**src/sv/fhc_pkg.sv**
```systemverilog
package fhc_pkg;

  // Field widths
  localparam int unsigned WordW = 32;
  localparam int unsigned HalfW = 16;

  // Direction codes carried by mode
  typedef enum logic [0:0] {
    MODE_TO_HALF   = 1'b0,
    MODE_TO_SINGLE = 1'b1
  } mode_e;

  // Single to half constants
  localparam logic [31:0] RndAdd     = 32'h0000_1000;
  localparam logic [8:0]  ExpSatMax  = 9'd143;
  localparam logic [8:0]  ExpNormMin = 9'd112;
  localparam logic [8:0]  ExpSubMin  = 9'd101;
  localparam logic [8:0]  SubShBase  = 9'd125;
  localparam logic [23:0] SubMantAdd = 24'h7F_F000;
  localparam logic [14:0] SatMag     = 15'h7FFF;

  // Half to single constants
  localparam logic [7:0]  HalfRebias = 8'd112;

  // Leading-zero count of a 10-bit half mantissa (input is nonzero)
  function automatic logic [3:0] lzc10(input logic [9:0] v);
    logic [3:0] n;
    logic       found;
    n     = 4'd0;
    found = 1'b0;
    for (int i = 9; i >= 0; i--) begin
      if (!found && v[i]) begin
        found = 1'b1;
        n     = 4'(9 - i);
      end
    end
    return n;
  endfunction

endpackage

```
**src/sv/fhc_to_half.sv**
```systemverilog
module fhc_to_half (
  input  logic [fhc_pkg::WordW-1:0] operand_i,
  output logic [fhc_pkg::WordW-1:0] result_o
);
  import fhc_pkg::*;

  logic [31:0] biased;
  logic [8:0]  exp_r;
  logic [22:0] man_r;
  logic [8:0]  sh;
  logic [23:0] sub_sum;
  logic [23:0] sub_shr;
  logic [11:0] sub_rnd;
  logic [14:0] mag;

  // Round the magnitude below the kept mantissa bits
  assign biased = {1'b0, operand_i[30:0]} + RndAdd;
  assign exp_r  = biased[31:23];
  assign man_r  = biased[22:0];

  // Subnormal path: align, then round to nearest
  assign sh      = SubShBase - exp_r;
  assign sub_sum = SubMantAdd + {1'b0, man_r};
  assign sub_shr = sub_sum >> sh[4:0];
  assign sub_rnd = 12'(({1'b0, sub_shr[10:0]} + 12'd1) >> 1);

  // Select saturate, normal, subnormal or flush to zero
  always_comb begin
    if (exp_r > ExpSatMax) begin
      mag = SatMag;
    end else if (exp_r > ExpNormMin) begin
      mag = {5'(exp_r - ExpNormMin), man_r[22:13]};
    end else if (exp_r > ExpSubMin) begin
      mag = {4'd0, sub_rnd[10:0]};
    end else begin
      mag = '0;
    end
  end

  assign result_o = {16'd0, operand_i[31], mag};

endmodule

```
**src/sv/fhc_to_single.sv**
```systemverilog
module fhc_to_single (
  input  logic [fhc_pkg::HalfW-1:0] half_i,
  output logic [fhc_pkg::WordW-1:0] result_o
);
  import fhc_pkg::*;

  logic       sign;
  logic [4:0] exp_h;
  logic [9:0] man_h;
  logic [3:0] lz;
  logic [9:0] man_n;
  logic [7:0] exp_n;

  assign sign  = half_i[15];
  assign exp_h = half_i[14:10];
  assign man_h = half_i[9:0];

  // Normalize a subnormal: drop the leading one, rebias by its position
  assign lz    = lzc10(man_h);
  assign man_n = man_h << (lz + 4'd1);
  assign exp_n = HalfRebias - {4'd0, lz};

  always_comb begin
    if (exp_h != 5'd0) begin
      result_o = {sign, HalfRebias + {3'd0, exp_h}, man_h, 13'd0};
    end else if (man_h == 10'd0) begin
      result_o = {sign, 31'd0};
    end else begin
      result_o = {sign, exp_n, man_n, 13'd0};
    end
  end

endmodule

```
**src/sv/float_half_converter_unit.sv**
```systemverilog
// Float/half converter. One item per cycle in each direction while the output is
// not stalled. An accepted item is held in the input register, which feeds one
// combinational converter (rounding adder, subnormal shifter and leading-zero
// count), whose output is captured in the result register; that single
// register-to-register path sets the rate. mode 0 turns a binary32 pattern into
// a binary16 pattern in the low 16 bits, with saturation to sign|0x7FFF for
// large values, infinities and NaN; mode 1 turns the low 16 bits into a finite
// binary32 pattern.
module float_half_converter_unit (
  input  logic                      clk_i,
  input  logic                      rst_ni,
  input  logic                      in_valid_i,
  output logic                      in_stall_o,
  input  logic                      mode_i,
  input  logic [fhc_pkg::WordW-1:0] operand_bits_i,
  output logic                      out_valid_o,
  input  logic                      out_stall_i,
  output logic [fhc_pkg::WordW-1:0] result_bits_o
);
  import fhc_pkg::*;

  logic              in_vld_q, in_vld_d;
  mode_e             mode_q;
  logic [WordW-1:0]  op_q;
  logic              res_vld_q, res_vld_d;
  logic [WordW-1:0]  res_q;
  logic [WordW-1:0]  half_res;
  logic [WordW-1:0]  single_res;
  logic              res_free;
  logic              in_take;
  logic              move;

  // Handshake: result register frees when empty or taken
  assign res_free   = !res_vld_q || !out_stall_i;
  assign move       = in_vld_q && res_free;
  assign in_stall_o = in_vld_q && !res_free;
  assign in_take    = in_valid_i && !in_stall_o;

  assign in_vld_d  = in_take || (in_vld_q && !res_free);
  assign res_vld_d = move || (res_vld_q && out_stall_i);

  // Hold valid flags
  always_ff @(posedge clk_i or negedge rst_ni) begin
    if (!rst_ni) begin
      in_vld_q  <= 1'b0;
      res_vld_q <= 1'b0;
    end else begin
      in_vld_q  <= in_vld_d;
      res_vld_q <= res_vld_d;
    end
  end

  // Capture the incoming item
  always_ff @(posedge clk_i) begin
    if (in_take) begin
      mode_q <= mode_e'(mode_i);
      op_q   <= operand_bits_i;
    end
  end

  fhc_to_half u_to_half (
    .operand_i (op_q),
    .result_o  (half_res)
  );

  fhc_to_single u_to_single (
    .half_i   (op_q[HalfW-1:0]),
    .result_o (single_res)
  );

  // Advance the converted item into the result register
  always_ff @(posedge clk_i) begin
    if (move) begin
      res_q <= (mode_q == MODE_TO_SINGLE) ? single_res : half_res;
    end
  end

  assign out_valid_o   = res_vld_q;
  assign result_bits_o = res_q;

endmodule

```
**config.mk**
```make
export PLATFORM = sky130hd
export DESIGN_NAME = float_half_converter_unit
export DESIGN_NICKNAME = d
export VERILOG_FILES = /design/src/sv/fhc_pkg.sv /design/src/sv/fhc_to_half.sv /design/src/sv/fhc_to_single.sv /design/src/sv/float_half_converter_unit.sv
export SDC_FILE = /design/constraint.sdc
export NUM_CORES = 1
export LEC_CHECK = 0
export BUFFER_PORTS_ARGS = -buffer_cell sky130_fd_sc_hd__buf_2
export CAP_MARGIN = 20
export CORE_ASPECT_RATIO = 1.1
export CORE_UTILIZATION = 50
export DETAILED_ROUTE_END_ITERATION = 8
export GPL_TIMING_DRIVEN = 0
export PLACE_DENSITY_LB_ADDON = 0.12
export SLEW_MARGIN = 20
export SYNTH_ARGS = -nofsm -noshare
export SYNTH_HDL_FRONTEND = slang
export SYNTH_SLANG_ARGS = --single-unit
export TNS_END_PERCENT = 100
```
**constraint.sdc**
```tcl
create_clock -name clk_i -period 5.65 [get_ports clk_i]
set_input_delay 0.2825 -clock clk_i [delete_from_list [all_inputs] [get_ports clk_i]]
set_output_delay 0.2825 -clock clk_i [all_outputs]
set_load 0.01 [all_outputs]
```
==> results of run 1 <==
## layout make-up
| cell class | instances | area, sq um | share of cell area (%) |
|---|---|---|---|
| buffer | 56 | 310 | 4.29 |
| clock buffer | 9 | 225 | 3.12 |
| clock inverter | 7 | 100 | 1.38 |
| inverter | 19 | 71.3 | 0.987 |
| multi-input combinational | 532 | 3930 | 54.4 |
| sequential | 66 | 1970 | 27.3 |
| tap | 154 | 193 | 2.67 |
| timing repair buffer | 77 | 425 | 5.88 |
## critical path, cell delays in order (launching register included)
cell	delay (ns)
edfxtp_1	0.46
ha_2	0.29
nand4_2	0.22
nor4_4	0.39
xor2_4	0.32
buf_4	0.25
buf_4	0.20
buf_2	0.26
ha_1	0.29
xnor2_1	0.26
xnor2_2	0.21
buf_2	0.30
buf_2	0.29
nand3_1	0.13
o31ai_1	0.15
o31ai_1	0.21
a22oi_2	0.30
and2_1	0.21
o22ai_1	0.08
a311o_1	0.29
## power by group
| part | leakage, nW | switching, W | internal (W) |
|---|---|---|---|
| Clock | 0.160 | 0.000240 | 0.000390 |
| Combinational | 1.89 | 0.000332 | 0.000195 |
| Sequential | 0.644 | 0.0000234 | 0.000583 |
## cells in the final DEF (no fill, tap or decap), drive strengths merged, types with 6 or more instances in the layout
cell    synthesis  final
and2           13     13
o31ai           9      9
ha              9      9
a211oi         14     14
nand3          20     20
nor3           14     14
a32oi           8      8
nand4          18     18
xnor2          14     14
and4            7      7
and3            7      7
o211ai          8      8
nand2          56     56
a22oi          12     12
nor2           50     50
a31oi          12     12
buf            31    108
mux2i          19     19
or3             7      7
o21ai          30     30
nand2b         11     11
xor2           16     16
edfxtp         64     64
o22ai          14     14
clkbuf         26     33
nor2b          15     15
inv            19     21
nor4b           6      6
mux2            7      7
a21oi          45     45
nor4           16     16
## flip-flops by register name, indices dropped and copies added, names as in the netlist
register / cells
out_valid_o: 1
in_vld_q: 1
mode_q: 1
op_q: 32
result_bits_o: 31
## per-layer routing
metal | track usage [%] | vias to the layer above | share of wire [%]
met5 | 0 | - | 0
met4 | 12.4 | 0 | 3.4
met3 | 6.19 | 58 | 8.7
met2 | 50.6 | 373 | 48
met1 | 40.6 | 2852 | 40
li1 | - | 2786 | -
## worst max path at each step
stage | to | slack, ns | cells after the start
global route | result_bits_o[7]$_SDFFCE_PP0P_ | -0.004 | 21
CTS | result_bits_o[9]$_SDFFCE_PP0P_ | 0.01 | 21
finish | result_bits_o[8]$_SDFFCE_PP0P_ | 0.27 | 19
detailed placement | result_bits_o[7]$_SDFFCE_PP0P_ | -0.19 | 21
global placement | result_bits_o[6]$_SDFFCE_PP0P_ | -0.31 | 17
floorplan | result_bits_o[9]$_SDFFCE_PP0P_ | 0.92 | 20
## stage by stage
| step | cell area (sq um) | hold WS [ns] | utilization (%) | total power [W] | setup slack, ns |
|---|---|---|---|---|---|
| 4_1_cts | 7180 | 0.103 | 59.4 | 0.00175 | 0.0119 |
| 3_3_place_gp | 6780 | 0.0664 | 56.1 | 0.00111 | -0.311 |
| 3_5_place_dp | 6820 | 0.0704 | 56.4 | 0.00112 | -0.193 |
| 2_1_floorplan | 6240 | -0.0131 | - | 0.000969 | 0.917 |
| 5_1_grt | 7230 | 0.104 | 59.8 | 0.00183 | -0.00414 |
| 6_report | 7230 | 0.101 | 59.8 | 0.00176 | 0.270 |
## cell families after synthesis
kind of cell | synth area share [%]
flops | 31.6
xor+xnor | 4.69
compound gates | 24.6
mux | 6.12
fa+ha+maj | 1.80
simple gates | 25.0
buf+inv | 6.14
## synth_stat cells, drive strengths merged (6+ instances only)
| library cell | n |
|---|---|
| mux2i | 19 |
| mux2 | 7 |
| ha | 9 |
| nor2b | 15 |
| nand3 | 20 |
| nand4 | 18 |
| o21ai | 30 |
| a32oi | 8 |
| a21oi | 45 |
| buf | 31 |
| o31ai | 9 |
| nor4 | 16 |
| and2 | 13 |
| xor2 | 16 |
| xnor2 | 14 |
| nand2 | 56 |
| edfxtp | 64 |
| o211ai | 8 |
| inv | 19 |
| a211oi | 14 |
| or3 | 7 |
| nand2b | 11 |
| and3 | 7 |
| clkbuf | 26 |
| nor4b | 6 |
| and4 | 7 |
| o22ai | 14 |
| nor2 | 50 |
| nor3 | 14 |
| a22oi | 12 |
| a31oi | 12 |
## what timing repair did
item,CTS,global route
endpoints found under the setup margin,8,10
endpoints found under the hold margin,2,0
resized for setup,4,4
buffers inserted,0,5
pin swaps,0,1
hold buffers,1,0
gates cloned,0,0
==> reports/results.ini, run 1 <==
[outcome]
outcome = complete, no violations

[layout]
num-nets-final = 807
fill_cells = 1075
drive_gt1_share_pct = 26.4
layout.cells.non_filler = 920
syn2layout_area_growth_pct = 15.9
diodes = 0

[floorplanning]
core_area_sq_um = 12100
die_h_um = 119
dieArea_sq_um = 12900
floorplan.initialDensity_pct = 51.6
row_count = 42
io_pins = 71
die_x_um = 109

[sta]
setup_viol_count_final = 0
report.final.slew_viol_count = 0
fin_crit_ns = 5.38
clock.fmax_mhz = 186
clock_skew_ns = 0.0125
hold_viol = 0
timing.setup.tns_ns = 0
fin_crit_sh_pct = 95.2
slew_headroom_pct = 46.0
worstMarginPinSlew_ns = 0.804

[run]
maxCapViolCount = 0

[worst_setup_path]
rr_startpoint = op_q[13]$_DFFE_PP_
critPathCaptureType = flip-flop
critPathRequiredTime_ns = 5.74
r2r_cells = 19
start_kind = flip-flop
ff2ff_setup_slack_ns = 0.27
critPathMaxFanout = 10
critPathLaunch = op_q[13]$_DFFE_PP_
critPathKind = flip-flop to flip-flop
cp.arrival_ns = 5.47
timing.rr.end = result_bits_o[8]$_SDFFCE_PP0P_

[placement]
dpl.hpwl_um = 15100
placed_cells = 899
gp_congestion = 1.00
port-buffer-count = 70

[synthesis]
yosys-top-cells-area = edfxtp_1 31%, a21oi_1 3.5%, nand2_1 3.3%, mux2i_1 3.0%, nor2_1 2.9%
synthArstFlopShare_pct = 3.03
ys_seq_elements = 66
synth_area_sq_um = 6240
synth.distinct_cells = 94
synth-edff-count = 64
ys_seq_area_share_pct = 31.6
syn-mean-instance-area_sq_um = 9.26
synth_top_area_share_pct = 30.8
synth_cells = 674
synth_nets = 720
synth_top_flop_cell = edfxtp_1
synth_top_cell_by_area = edfxtp_1
synth_warnings = 0

[grt]
grt_use_total_pct = 31.2
grt_pass1_vias = 5656
grt_start_max_net_pins = 34
grt_pass1_wl_um = 30700
gr-total-overflow = 0
antenna_found_initial = 0

[routing]
vias = 6069
drt_iter0_drc = 698
ant_nets = 0
drc = 0
first_pass_iters = 6
drt-vias-per-instance = 6.60
drt-total-wl_um = 19700
avgRoutedWirePerCell_um = 21.5

[clock_network]
root_buffer = clkbuf_16
cts-htree-levels = 3
cts_sinks = 66
cts_buffers = 9
cts_tree = done
clk_transition_reported_paths_ns = 0.07
max-clock-path-buffers = 2
clock_latency_ns = 0.35

[pwr]
powerDensity_nw_per_um2 = 244
leakagePower_nw = 2.70
vdd_drop_max_uv = 207

[hold_path]
hold_end = op_q[14]$_DFFE_PP_
holdCritStartpoint = operand_bits_i[14]
hp-class = primary input to flip-flop
whs_path_depth = 1

No activity file was read; power rests on OpenSTA's default activity.
==> inputs of run 2 (changes only) <==
--- a/config.mk
+++ b/config.mk
@@ -5,6 +5,7 @@
 export SDC_FILE = /design/constraint.sdc
 export NUM_CORES = 1
 export LEC_CHECK = 0
+export ABC_AREA = 1
 export BUFFER_PORTS_ARGS = -buffer_cell sky130_fd_sc_hd__buf_2
 export CAP_MARGIN = 20
 export CORE_ASPECT_RATIO = 1.1
==> constraint.sdc (replaced) <==
create_clock -name clk_i -period 5.9 [get_ports clk_i]
set_input_delay 0.295 -clock clk_i [delete_from_list [all_inputs] [get_ports clk_i]]
set_output_delay 0.295 -clock clk_i [all_outputs]
set_load 0.01 [all_outputs]
==> reports/results.ini, run 2 <==
[synthesis]
syn-mean-instance-area_sq_um = 7.01
synth.distinct_cells = 47
synth-edff-count = 64
synthArstFlopShare_pct = 3.03
synth_top_area_share_pct = 35.8
synth_top_flop_cell = edfxtp_1
yosys-top-cells-area = edfxtp_1 36%, nand2_1 16%, nand3_1 11%, inv_1 5.4%, nor2_1 4.3%
ys_top_cells_by_count = 227 x nand2_1, 117 x nand3_1, 77 x inv_1, 64 x edfxtp_1, 61 x nor2_1
synth_top_cell_by_area = edfxtp_1
ys_seq_area_share_pct = 36.7
synth_most_common_cell = nand2_1
synth_nets = 813
ys_seq_elements = 66
synth_cells = 767
synth_area_sq_um = 5370
synth_warnings = 0

[routing]
drc = 0
drt_iter0_drc = 470
first_pass_iters = 5
vias = 5579
avgRoutedWirePerCell_um = 15.5
drt-vias-per-instance = 5.59
ant_nets = 0
drt-total-wl_um = 15500

[layout]
largest_reg_flops = 32
drive_gt1_share_pct = 17.2
fin_area_sq_um = 6250
layout_commonest_cell = nand2_1
syn2layout_area_growth_pct = 16.4
most-common-layout-cells = 227 x nand2_1, 117 x nand3_1, 78 x buf_2, 76 x inv_1, 64 x edfxtp_1
largest-register = op_q
num-nets-final = 896
diodes = 0

[grt]
top_usage_layer = met2
grt_start_max_net_pins = 34
gr-total-overflow = 0
grtUsageMet3_pct = 3.85
antenna_found_initial = 0
grt_use_total_pct = 29.2
grt_pass1_vias = 5052
grt_use_met1_pct = 41.7
grt.met2_usage_pct = 44.7
grt_pass1_wl_um = 25100

[clock_network]
clock_latency_ns = 0.34
clk_transition_reported_paths_ns = 0.06
cts-htree-levels = 3
root_buffer = clkbuf_16
cts_sinks = 66
cts_tree = done
max-clock-path-buffers = 2
cts_buffers = 9
post_cts_resized = 0

[hold_path]
hp-class = primary input to flip-flop

[sta]
worstMarginPinSlew_ns = 0.676
fin_crit_ns = 5.31
rsz0062_at_grt = no
clock_skew_ns = 0.00687
timing.setup.tns_ns = 0
fin_crit_sh_pct = 89.9
hold_viol = 0
slew_headroom_pct = 54.7
setup_viol_count_final = 0
clock.fmax_mhz = 188
report.final.slew_viol_count = 0

[floorplanning]
die_x_um = 101
core_area_sq_um = 10400
io_pins = 71
row_count = 39
die_h_um = 111
dieArea_sq_um = 11200
floorplan.initialDensity_pct = 51.5

[worst_setup_path]
critPathRequiredTime_ns = 5.98
critPathCaptureType = flip-flop
start_kind = flip-flop
critPathMaxFanout = 10
cp.arrival_ns = 5.38
cp_cell_sequence = ha_1, nand2_2, nor2_2, nand3_2, xor2_4, clkinv_2, buf_2, ha_1, clkinv_1, nor2_1, nand3_1, nand2_1, nor2_1, nand2_1, nand2_1, ha_1, nand2_2, nor2_4, or2_1, a31oi_1, nor2_1
slowest_stage = edfxtp_1
slowest_delay_ns = 0.61
critPathKind = flip-flop to flip-flop

[placement]
placed_cell_area_sq_um = 5940
port-buffer-count = 70
dpl.hpwl_um = 12200
gp_congestion = 0.950

[pwr]
powerDensity_nw_per_um2 = 247
vdd_drop_max_uv = 189
power_w = 0.00154
leakagePower_nw = 2.85

[run]
maxCapViolCount = 0

[outcome]
outcome = complete, no violations

[run 2: cell count changes in the layout (fill, tap and decap cells not counted), moves of 11 or more]
cell and delta:
nor2_1 +13, mux2i_1 -19, o21ai_0 +12, nor2b_1 -15
buf_4 -12, a211oi_1 -12, nand2_1 +172, clkbuf_1 -12
inv_1 +61, and2_1 -12, nand3_1 +99, xnor2_1 -12
nand2_2 +12, a21oi_1 -11
[run 2: routing by layer]
metal | wire length (um) | up-vias
li1 | - | 2748
met1 | 6960 | 2534
met2 | 6880 | 256
met3 | 1190 | 41
met4 | 432 | 0
met5 | 0 | -
[run 2: area by class of cell]
class / count / area, sq um
Tap cell: 143 / 179
Fill cell: 988 / 4190
Buffer: 23 / 119
Sequential cell: 66 / 1970
Multi-Input combinational cell: 593 / 2970
Clock inverter: 7 / 77.6
Clock buffer: 9 / 225
Timing Repair Buffer: 72 / 388
Inverter: 85 / 324
[run 2: critical path: cells and delay by family, from the launching register on]
kind | cells | cell delay (ns)
buffers and inverters | 3 | 0.87
XOR/XNOR | 1 | 0.38
AO/OA/AOI/OAI | 1 | 0.15
AND/OR/NAND/NOR | 13 | 1.99
adder cells (fa/ha/maj) | 3 | 1.02
flip-flops | 1 | 0.61
[run 2: repair_timing]
item	CTS	global route
hold endpoints to repair	2	0
setup buffers	0	0
hold buffers	1	0
[run 2: path summary, 6_finish.rpt]
kind	start	end	slack (ns)	cells after the start
max	op_q[12]$_DFFE_PP_	result_bits_o[3]$_SDFFCE_PP0P_	0.59	21
min	operand_bits_i[23]	op_q[23]$_DFFE_PP_	0.12	1
max reg2reg	op_q[12]$_DFFE_PP_	result_bits_o[3]$_SDFFCE_PP0P_	0.59	21
min reg2reg	in_vld_q$_DFF_PN0_	out_valid_o$_DFF_PN0_	0.52	2
max in group asynchronous	rst_ni	in_vld_q$_DFF_PN0_	5.53	2
min in group asynchronous	rst_ni	out_valid_o$_DFF_PN0_	0.28	2
[run 2: power breakdown]
part | switching, W | internal (W) | total (W)
Sequential | 0.0000240 | 0.000560 | 0.000584
Combinational | 0.000283 | 0.000134 | 0.000416
Clock | 0.000213 | 0.000329 | 0.000542
Total | 0.000520 | 0.00102 | 0.00154
[run 2: cell families after synthesis]
group	after synthesis	synth area share, %
flip-flops	66	36.7
XOR/XNOR	11	2.42
buffers and inverters	108	8.24
adder cells (fa/ha/maj)	9	2.10
AND/OR/NAND/NOR	473	40.0
AO/OA/AOI/OAI	100	10.6
[run 2: metrics by stage]
stage / hold WS, ns / setup WS [ns] / cells / util [%]
5_1_grt: 0.120 / 0.398 / 998 / 59.9
4_1_cts: 0.121 / 0.739 / 998 / 59.9
6_report: 0.123 / 0.594 / 998 / 59.9
3_3_place_gp: 0.0795 / 0.690 / 980 / 56.5
3_5_place_dp: 0.0820 / 0.771 / 981 / 56.9
2_1_floorplan: -0.000591 / 2.01 / 767 / -
